[src/design/u16r_pkg.sv]
// ----------------------------------------------------------------------------
// u16r_pkg: shared types and constants for the 16550 register model
// Function codes, register offsets, status bit values and the per-item
// result record passed from the register file to the output pipeline.
// ----------------------------------------------------------------------------
package u16r_pkg;

	localparam int RX_DEPTH_DEF = 256;

	localparam int FUNC_W = 2;
	localparam int REG_W  = 3;
	localparam int BYTE_W = 8;

	localparam logic [FUNC_W-1:0] FUNC_READ  = 2'd0;
	localparam logic [FUNC_W-1:0] FUNC_WRITE = 2'd1;
	localparam logic [FUNC_W-1:0] FUNC_RX    = 2'd2;

	localparam logic [REG_W-1:0] REG_DATA    = 3'd0;
	localparam logic [REG_W-1:0] REG_IER     = 3'd1;
	localparam logic [REG_W-1:0] REG_IIR     = 3'd2;
	localparam logic [REG_W-1:0] REG_LCR     = 3'd3;
	localparam logic [REG_W-1:0] REG_MCR     = 3'd4;
	localparam logic [REG_W-1:0] REG_LSR     = 3'd5;
	localparam logic [REG_W-1:0] REG_MSR     = 3'd6;
	localparam logic [REG_W-1:0] REG_SCRATCH = 3'd7;

	localparam int LCR_DLAB_BIT = 7;
	localparam int IER_RDI_BIT  = 0;
	localparam int IER_THRI_BIT = 1;

	localparam logic [BYTE_W-1:0] IIR_RX_AVAIL = 8'h04;
	localparam logic [BYTE_W-1:0] IIR_THR_EMPTY = 8'h02;
	localparam logic [BYTE_W-1:0] IIR_NO_INT   = 8'h01;
	localparam logic [BYTE_W-1:0] LSR_TX_IDLE  = 8'h60;
	localparam logic [BYTE_W-1:0] LSR_DR       = 8'h01;
	localparam logic [BYTE_W-1:0] MSR_FIXED    = 8'hB0;
	localparam logic [BYTE_W-1:0] DLL_RESET    = 8'h01;

	typedef struct packed {
		logic [BYTE_W-1:0] read_data;
		logic              irq;
		logic              tx_valid;
		logic [BYTE_W-1:0] tx_byte;
		logic              dropped;
		logic              pop;
	} res_t;

endpackage

[src/design/u16r_ram.sv]
// ----------------------------------------------------------------------------
// u16r_ram: generic single-write, single-read synchronous RAM
// One write port and one read port; read data is registered and holds
// until the next read.
// ----------------------------------------------------------------------------
module u16r_ram #(
	parameter int WIDTH = 8,
	parameter int DEPTH = 256
) (
	input  logic                     clk,
	input  logic                     we,
	input  logic [$clog2(DEPTH)-1:0] waddr,
	input  logic [WIDTH-1:0]         wdata,
	input  logic                     re,
	input  logic [$clog2(DEPTH)-1:0] raddr,
	output logic [WIDTH-1:0]         rdata
);

	logic [WIDTH-1:0] mem [DEPTH];

	always_ff @(posedge clk) begin
		if (we) begin
			mem[waddr] <= wdata;
		end
		if (re) begin
			rdata <= mem[raddr];
		end
	end

endmodule

[src/design/u16r_ctrl.sv]
// ----------------------------------------------------------------------------
// u16r_ctrl: register file and receive ring pointers
// Decodes one item per cycle while fire is high, updates IER/LCR/MCR/scratch/divisor/THRE
// state and the ring pointers, and drives the ring RAM ports.
// ----------------------------------------------------------------------------
module u16r_ctrl #(
	parameter int RX_DEPTH = u16r_pkg::RX_DEPTH_DEF
) (
	input  logic                        clk,
	input  logic                        arst_n,
	input  logic                        fire,
	input  logic [u16r_pkg::FUNC_W-1:0] func,
	input  logic [u16r_pkg::REG_W-1:0]  reg_req,
	input  logic [u16r_pkg::BYTE_W-1:0] write_data,
	input  logic [u16r_pkg::BYTE_W-1:0] rx_data,
	output u16r_pkg::res_t              res,
	output logic                        ram_we,
	output logic [$clog2(RX_DEPTH)-1:0] ram_waddr,
	output logic [u16r_pkg::BYTE_W-1:0] ram_wdata,
	output logic                        ram_re,
	output logic [$clog2(RX_DEPTH)-1:0] ram_raddr
);

	import u16r_pkg::*;

	localparam int PW = $clog2(RX_DEPTH);
	localparam logic [PW-1:0] PTR_LAST = PW'(RX_DEPTH - 1);

	logic [BYTE_W-1:0] ier_q, lcr_q, mcr_q, scr_q, dll_q, dlm_q;
	logic              thre_q;
	logic [PW-1:0]     head_q, tail_q;

	logic [BYTE_W-1:0] ier_d, lcr_d, mcr_d, scr_d, dll_d, dlm_d;
	logic              thre_d;
	logic [PW-1:0]     head_d, tail_d;
	logic [PW-1:0]     head_nx, tail_nx;
	logic              dlab, empty, full, push;

	assign dlab    = lcr_q[LCR_DLAB_BIT];
	assign empty   = (head_q == tail_q);
	assign head_nx = (head_q == PTR_LAST) ? '0 : head_q + 1'b1;
	assign tail_nx = (tail_q == PTR_LAST) ? '0 : tail_q + 1'b1;
	assign full    = (head_nx == tail_q);

	always_comb begin
		res    = '0;
		push   = 1'b0;
		ier_d  = ier_q;
		lcr_d  = lcr_q;
		mcr_d  = mcr_q;
		scr_d  = scr_q;
		dll_d  = dll_q;
		dlm_d  = dlm_q;
		thre_d = thre_q;
		head_d = head_q;
		tail_d = tail_q;
		case (func)
			FUNC_READ: begin
				case (reg_req)
					REG_DATA: begin
						if (dlab) begin
							res.read_data = dll_q;
						end else if (!empty) begin
							res.pop = 1'b1;
							tail_d  = tail_nx;
						end
					end
					REG_IER: res.read_data = dlab ? dlm_q : ier_q;
					REG_IIR: begin
						if (ier_q[IER_RDI_BIT] && !empty) begin
							res.read_data = IIR_RX_AVAIL;
						end else if (ier_q[IER_THRI_BIT] && thre_q) begin
							res.read_data = IIR_THR_EMPTY;
							thre_d        = 1'b0;
						end else begin
							res.read_data = IIR_NO_INT;
						end
					end
					REG_LCR: res.read_data = lcr_q;
					REG_MCR: res.read_data = mcr_q;
					REG_LSR: res.read_data = empty ? LSR_TX_IDLE : (LSR_TX_IDLE | LSR_DR);
					REG_MSR: res.read_data = MSR_FIXED;
					default: res.read_data = scr_q;
				endcase
			end
			FUNC_WRITE: begin
				case (reg_req)
					REG_DATA: begin
						if (dlab) begin
							dll_d = write_data;
						end else begin
							res.tx_valid = 1'b1;
							res.tx_byte  = write_data;
							if (ier_q[IER_THRI_BIT]) begin
								thre_d  = 1'b1;
								res.irq = 1'b1;
							end
						end
					end
					REG_IER: begin
						if (dlab) begin
							dlm_d = write_data;
						end else begin
							ier_d = write_data;
							if (write_data[IER_THRI_BIT] && !ier_q[IER_THRI_BIT]) begin
								thre_d  = 1'b1;
								res.irq = 1'b1;
							end
							if (write_data[IER_RDI_BIT] && !empty) begin
								res.irq = 1'b1;
							end
						end
					end
					REG_LCR:     lcr_d = write_data;
					REG_MCR:     mcr_d = write_data;
					REG_SCRATCH: scr_d = write_data;
					default: ;
				endcase
			end
			FUNC_RX: begin
				if (full) begin
					res.dropped = 1'b1;
				end else begin
					push   = 1'b1;
					head_d = head_nx;
				end
				res.irq = ier_q[IER_RDI_BIT];
			end
			default: ;
		endcase
	end

	always_ff @(posedge clk or negedge arst_n) begin
		if (!arst_n) begin
			ier_q  <= '0;
			lcr_q  <= '0;
			mcr_q  <= '0;
			scr_q  <= '0;
			dll_q  <= DLL_RESET;
			dlm_q  <= '0;
			thre_q <= 1'b0;
			head_q <= '0;
			tail_q <= '0;
		end else if (fire) begin
			ier_q  <= ier_d;
			lcr_q  <= lcr_d;
			mcr_q  <= mcr_d;
			scr_q  <= scr_d;
			dll_q  <= dll_d;
			dlm_q  <= dlm_d;
			thre_q <= thre_d;
			head_q <= head_d;
			tail_q <= tail_d;
		end
	end

	assign ram_we    = fire && push;
	assign ram_waddr = head_q;
	assign ram_wdata = rx_data;
	assign ram_re    = fire && res.pop;
	assign ram_raddr = tail_q;

endmodule

[src/design/uart_16550_register_model_core.sv]
// ----------------------------------------------------------------------------
// uart_16550_register_model_core: 16550 register file with receive ring
// Input channel (in_valid/in_ready) carries one item: a register read, a
// register write or a byte received from the host. Output channel
// (out_valid/out_ready) returns exactly one result per item, in order.
// An item passes through the first stage register and then the output
// register before out_valid rises; throughput is one item per cycle
// while the output is not stalled. The receive ring sits in a RAM of
// RX_DEPTH bytes (one slot kept free); a data-register read pops it through
// the RAM read port, whose registered read data sets the extra pipeline stage.
// Reset clears all UART registers and the ring pointers (DLL resets to 1); the
// ring contents need no clearing, so items are taken right after reset.
// When the receiver stalls, the output register holds its result and one
// more item waits in the first stage; in_ready then drops until the
// output register is taken.
// ----------------------------------------------------------------------------
module uart_16550_register_model_core #(
	parameter int RX_DEPTH = u16r_pkg::RX_DEPTH_DEF
) (
	input  logic                        clk,
	input  logic                        arst_n,
	input  logic                        in_valid,
	output logic                        in_ready,
	input  logic [u16r_pkg::FUNC_W-1:0] func,
	input  logic [u16r_pkg::REG_W-1:0]  reg_req,
	input  logic [u16r_pkg::BYTE_W-1:0] write_data,
	input  logic [u16r_pkg::BYTE_W-1:0] rx_data,
	output logic                        out_valid,
	input  logic                        out_ready,
	output logic [u16r_pkg::BYTE_W-1:0] read_data,
	output logic                        irq_raise,
	output logic                        tx_valid,
	output logic [u16r_pkg::BYTE_W-1:0] tx_byte,
	output logic                        rx_dropped
);

	import u16r_pkg::*;

	localparam int PW = $clog2(RX_DEPTH);

	res_t              res;
	res_t              res_s1;
	logic              valid_s1;
	logic              fire, adv_s1;
	logic              ram_we, ram_re;
	logic [PW-1:0]     ram_waddr, ram_raddr;
	logic [BYTE_W-1:0] ram_wdata, ram_rdata;

	logic              out_valid_q;
	logic [BYTE_W-1:0] read_data_q, tx_byte_q;
	logic              irq_q, tx_valid_q, dropped_q;

	assign adv_s1   = valid_s1 && (!out_valid_q || out_ready);
	assign in_ready = !valid_s1 || adv_s1;
	assign fire     = in_valid && in_ready;

	u16r_ctrl #(
		.RX_DEPTH (RX_DEPTH)
	) u_ctrl (
		.clk        (clk),
		.arst_n     (arst_n),
		.fire       (fire),
		.func       (func),
		.reg_req    (reg_req),
		.write_data (write_data),
		.rx_data    (rx_data),
		.res        (res),
		.ram_we     (ram_we),
		.ram_waddr  (ram_waddr),
		.ram_wdata  (ram_wdata),
		.ram_re     (ram_re),
		.ram_raddr  (ram_raddr)
	);

	u16r_ram #(
		.WIDTH (BYTE_W),
		.DEPTH (RX_DEPTH)
	) u_ring (
		.clk   (clk),
		.we    (ram_we),
		.waddr (ram_waddr),
		.wdata (ram_wdata),
		.re    (ram_re),
		.raddr (ram_raddr),
		.rdata (ram_rdata)
	);

	always_ff @(posedge clk or negedge arst_n) begin
		if (!arst_n) begin
			valid_s1 <= 1'b0;
		end else if (in_ready) begin
			valid_s1 <= in_valid;
		end
	end

	always_ff @(posedge clk) begin
		if (fire) begin
			res_s1 <= res;
		end
	end

	always_ff @(posedge clk or negedge arst_n) begin
		if (!arst_n) begin
			out_valid_q <= 1'b0;
		end else if (adv_s1) begin
			out_valid_q <= 1'b1;
		end else if (out_ready) begin
			out_valid_q <= 1'b0;
		end
	end

	always_ff @(posedge clk) begin
		if (adv_s1) begin
			read_data_q <= res_s1.pop ? ram_rdata : res_s1.read_data;
			irq_q       <= res_s1.irq;
			tx_valid_q  <= res_s1.tx_valid;
			tx_byte_q   <= res_s1.tx_byte;
			dropped_q   <= res_s1.dropped;
		end
	end

	assign out_valid  = out_valid_q;
	assign read_data  = read_data_q;
	assign irq_raise  = irq_q;
	assign tx_valid   = tx_valid_q;
	assign tx_byte    = tx_byte_q;
	assign rx_dropped = dropped_q;

endmodule

[config.mk]
export PLATFORM = sky130hd
export DESIGN_NAME = uart_16550_register_model_core
export DESIGN_NICKNAME = d
export VERILOG_FILES = /design/src/design/u16r_pkg.sv /design/src/design/u16r_ram.sv /design/src/design/u16r_ctrl.sv /design/src/design/uart_16550_register_model_core.sv
export SDC_FILE = /design/constraint.sdc
export NUM_CORES = 2
export LEC_CHECK = 0
export ABC_AREA = 1
export BUFFER_PORTS_ARGS = -buffer_cell sky130_fd_sc_hd__buf_4
export CORE_MARGIN = 2
export CORE_UTILIZATION = 44
export CTS_BUF_LIST = sky130_fd_sc_hd__clkbuf_4 sky130_fd_sc_hd__clkbuf_8 sky130_fd_sc_hd__clkbuf_16
export CTS_CLUSTER_SIZE = 40
export DETAILED_ROUTE_END_ITERATION = 12
export GPL_ROUTABILITY_DRIVEN = 0
export SKIP_CTS_REPAIR_TIMING = 1
export SYNTH_ARGS = -nofsm -noshare
export SYNTH_HDL_FRONTEND = slang
export SYNTH_SLANG_ARGS = --single-unit
[constraint.sdc]
create_clock -name clk -period 4.1 [get_ports clk]
set_clock_uncertainty 0.1 [all_clocks]
set_input_delay 0.205 -clock clk [delete_from_list [all_inputs] [get_ports clk]]
set_output_delay 0.205 -clock clk [all_outputs]
set_load 0.02 [all_outputs]
==> flow_metrics.py <==
metrics = {
    "synth": {
        "yosys_warnings": 0,
        "yosysMostFrequentCell": "nand2_1",
        "avgSynthCellArea_um2": 10.7,
        "synth_area_leaders": "edfxtp_1 69%, nand2_1 9.6%, nor2_1 5.3%, nand3_1 4.0%, o21ai_0 3.1%",
        "yosysTopAreaCellShare": 0.689,
        "yosys-top-cells-count": "2347 x nand2_1, 2095 x edfxtp_1, 1280 x nor2_1",
        "synth_area_um2": 91300,
        "yosysSeqAreaShare": 0.707,
        "yosysTopAreaCell": "edfxtp_1",
        "synthFlopType": "edfxtp_1",
        "async_reset_ff_frac": 0.0310,
        "synth_edf_count": 2095,
        "synth.distinct_cells": 50,
        "synth_nets": 8547,
        "synthCells": 8514,
        "ys_ff_latch": 2162,
    },
    "die": {
        "die_w_um": 460,
        "start_util": 0.442,
        "rows": 167,
        "io-pin-count": 46,
        "die_h_um": 460,
        "fp.coreArea_um2": 207000,
        "die_area_um2": 211000,
    },
    "global_route": {
        "grt_pass1_wl_um": 383000,
        "grt_pass1_vias": 59300,
        "grt_start_max_net_pins": 170,
        "grt_overflow": 0,
        "antenna_found_initial": 8,
        "grt.total_usage": 0.243,
    },
    "sta": {
        "setup_ws_ns": 0.224,
        "slew_headroom": 0.221,
        "post-route-min-period_ns": 3.88,
        "rsz0062_at_grt": "no",
        "hold_violations": 0,
        "tns_ns": 0,
        "max_freq_mhz": 258,
        "holdWs_ns": 0.00676,
        "period_share": 0.945,
        "worst_pin_slew_ns": 1.17,
        "slew_violations": 0,
        "setup_viol": 0,
    },
    "placement": {
        "io_buffers": 45,
        "dpl-instance-area_um2": 95000,
        "place_inst": 10900,
        "dp_hpwl_um": 153000,
        "dp_slack_ns": 0.289,
    },
    "detailed_routing": {
        "drcViolationCount": 0,
        "wl_per_cell_um": 22.7,
        "routed_wl_um": 259000,
        "vias_per_cell": 5.42,
        "drt_iter0_drc": 7517,
        "ant_nets": 0,
        "first_pass_iters": 6,
        "num_vias": 61700,
    },
    "cts": {
        "cts_sinks": 2162,
        "cts_buffers": 219,
        "clock_latency_ns": 0.88,
        "htree_levels": 4,
        "cts_tree": "yes",
        "root_buffer": "clkbuf_16",
        "clkTransAtPathRegs_ns": 0.06,
        "cts_max_path_buffers": 3,
    },
    "setup_path": {
        "crit_top_cell": "nor2_4",
        "cp_slowest_cell": "nor2_1",
        "cp_slowest_stage_delay_ns": 0.74,
        "path_max_fanout": 28,
        "worstSetupEndpointType": "register",
        "cp_cell_sequence": "ha_1 > inv_1 > nor2_4 > nand2_4 > nand2_1 > inv_2 > o211ai_2 > nor2_4 > nand2_8 > nand3_2 > nor2_1",
        "crit_path_start_kind": "register",
        "worst-path-buf-inv": 2,
        "crit_required_ns": 4.45,
        "critical_path.top_delay_family": "simple AND/OR/NAND/NOR gates",
        "worstSetupPathType": "register to register",
        "cp_data_arrival_time_ns": 4.23,
    },
    "pwr": {
        "ir_drop_v": 0.000430,
        "power.density_nw_per_um2": 516,
        "cellLeakagePower_nw": 38.5,
    },
    "layout": {
        "fin_nets": 8527,
        "final_area_um2": 102000,
        "drive_gt1_frac": 0.0763,
        "syn_to_final_growth_pct": 12.2,
        "fillers": 18200,
        "layout.cells.non_filler": 11400,
    },
    "job": {
        "max-cap-violations": 0,
    },
    "outcome": {
        "status": "finished clean",
    },
    "hold_path": {
        "min_path_type": "input port to register",
    },
}
[cell type report]
cell class                      count  area [um^2]  area share
Clock buffer                      294         6110      0.0596
Clock inverter                    114         1080      0.0105
Sequential cell                  2162        64600       0.630
Multi-Input combinational cell   5205        22200       0.217
Antenna cell                        5         12.5    0.000122
Timing Repair Buffer              241         2550      0.0249
Inverter                          665         2520      0.0246
Tap cell                         2704         3380      0.0330
[metrics by stage]
| stage | total power [W] | util |
|---|---|---|
| floorplan | 0.0298 | - |
| global placement | 0.0334 | 0.460 |
| detailed placement | 0.0334 | 0.460 |
| CTS | 0.0530 | 0.494 |
| global route | 0.0547 | 0.496 |
| finish | 0.0529 | 0.496 |
[kinds of logic (layout without fill, tap and decap cells)]
| family | Yosys count | after routing | synth area share |
|---|---|---|---|
| other | 0 | 5 | 0 |
| buffers and inverters | 1147 | 1314 | 0.0500 |
| AO/OA/AOI/OAI | 752 | 752 | 0.0437 |
| adder cells (fa/ha/maj) | 8 | 8 | 0.00110 |
| flip-flops | 2162 | 2162 | 0.707 |
| AND/OR/NAND/NOR | 4419 | 4419 | 0.195 |
| multiplexers | 8 | 8 | 0.000987 |
| XOR/XNOR | 18 | 18 | 0.00181 |
[routing by layer]
layer | vias up | global-route usage | share of wire
met5 | - | 0 | 0.00011
met4 | 4 | 0.0795 | 0.033
met3 | 459 | 0.0420 | 0.081
met2 | 2529 | 0.390 | 0.47
met1 | 30300 | 0.336 | 0.42
li1 | 28400 | - | -
[where the power goes]
part	switching, W	internal (W)	total (W)
Sequential	0.000165	0.0244	0.0246
Combinational	0.00630	0.00222	0.00852
Clock	0.00859	0.0112	0.0197
Total	0.0151	0.0378	0.0529
[tightest hold or removal path, stage by stage]
cell and delay, ns:
dlygate4sd3_1 0.52, buf_4 0.12, nand2_1 0.05, o21ai_0 0.06
[cell usage in the layout, fill, tap and decap left out, types with 66 or more instances in the layout]
cell type  synthesis  routed
clkbuf_16          0     220
inv_1            658     653
buf_4             12     155
a21oi_1          107     106
o21ai_0          557     557
edfxtp_1        2095    2095
nor2_1          1280    1278
clkbuf_4           0      66
nand3_1          723     717
nand2_1         2347    2341
[state kept, by name (all words and copies together), names as in the netlist]
signal / count
u_ring.mem: 2048
res_s1: 20
read_data: 8
tx_byte: 8
u_ctrl.dll_q: 8
u_ctrl.dlm_q: 8
u_ctrl.ier_q: 8
u_ctrl.lcr_q: 8
u_ctrl.mcr_q: 8
u_ctrl.ram_raddr: 8
u_ctrl.ram_waddr: 8
u_ctrl.scr_q: 8
u_ring.rdata: 8
irq_raise: 1
out_valid: 1
rx_dropped: 1
tx_valid: 1
u_ctrl.thre_q: 1
valid_s1: 1
[worst paths after layout]
check                                     from           endpoint  slack, ns  cells past startpoint
setup / recovery           u_ctrl.ram_waddr[1]  u_ring.mem[64][1]       0.22                     11
hold / removal                   write_data[2]    u_ctrl.lcr_q[2]      0.007                      4
setup reg to reg           u_ctrl.ram_waddr[1]  u_ring.mem[64][1]       0.22                     11
hold reg to reg                      res_s1[6]         tx_byte[4]       0.32                      0
max in group asynchronous               arst_n    u_ctrl.mcr_q[1]       2.09                      4
min in group asynchronous               arst_n           valid_s1       0.43                      3
(Power assumes the default switching activity.)
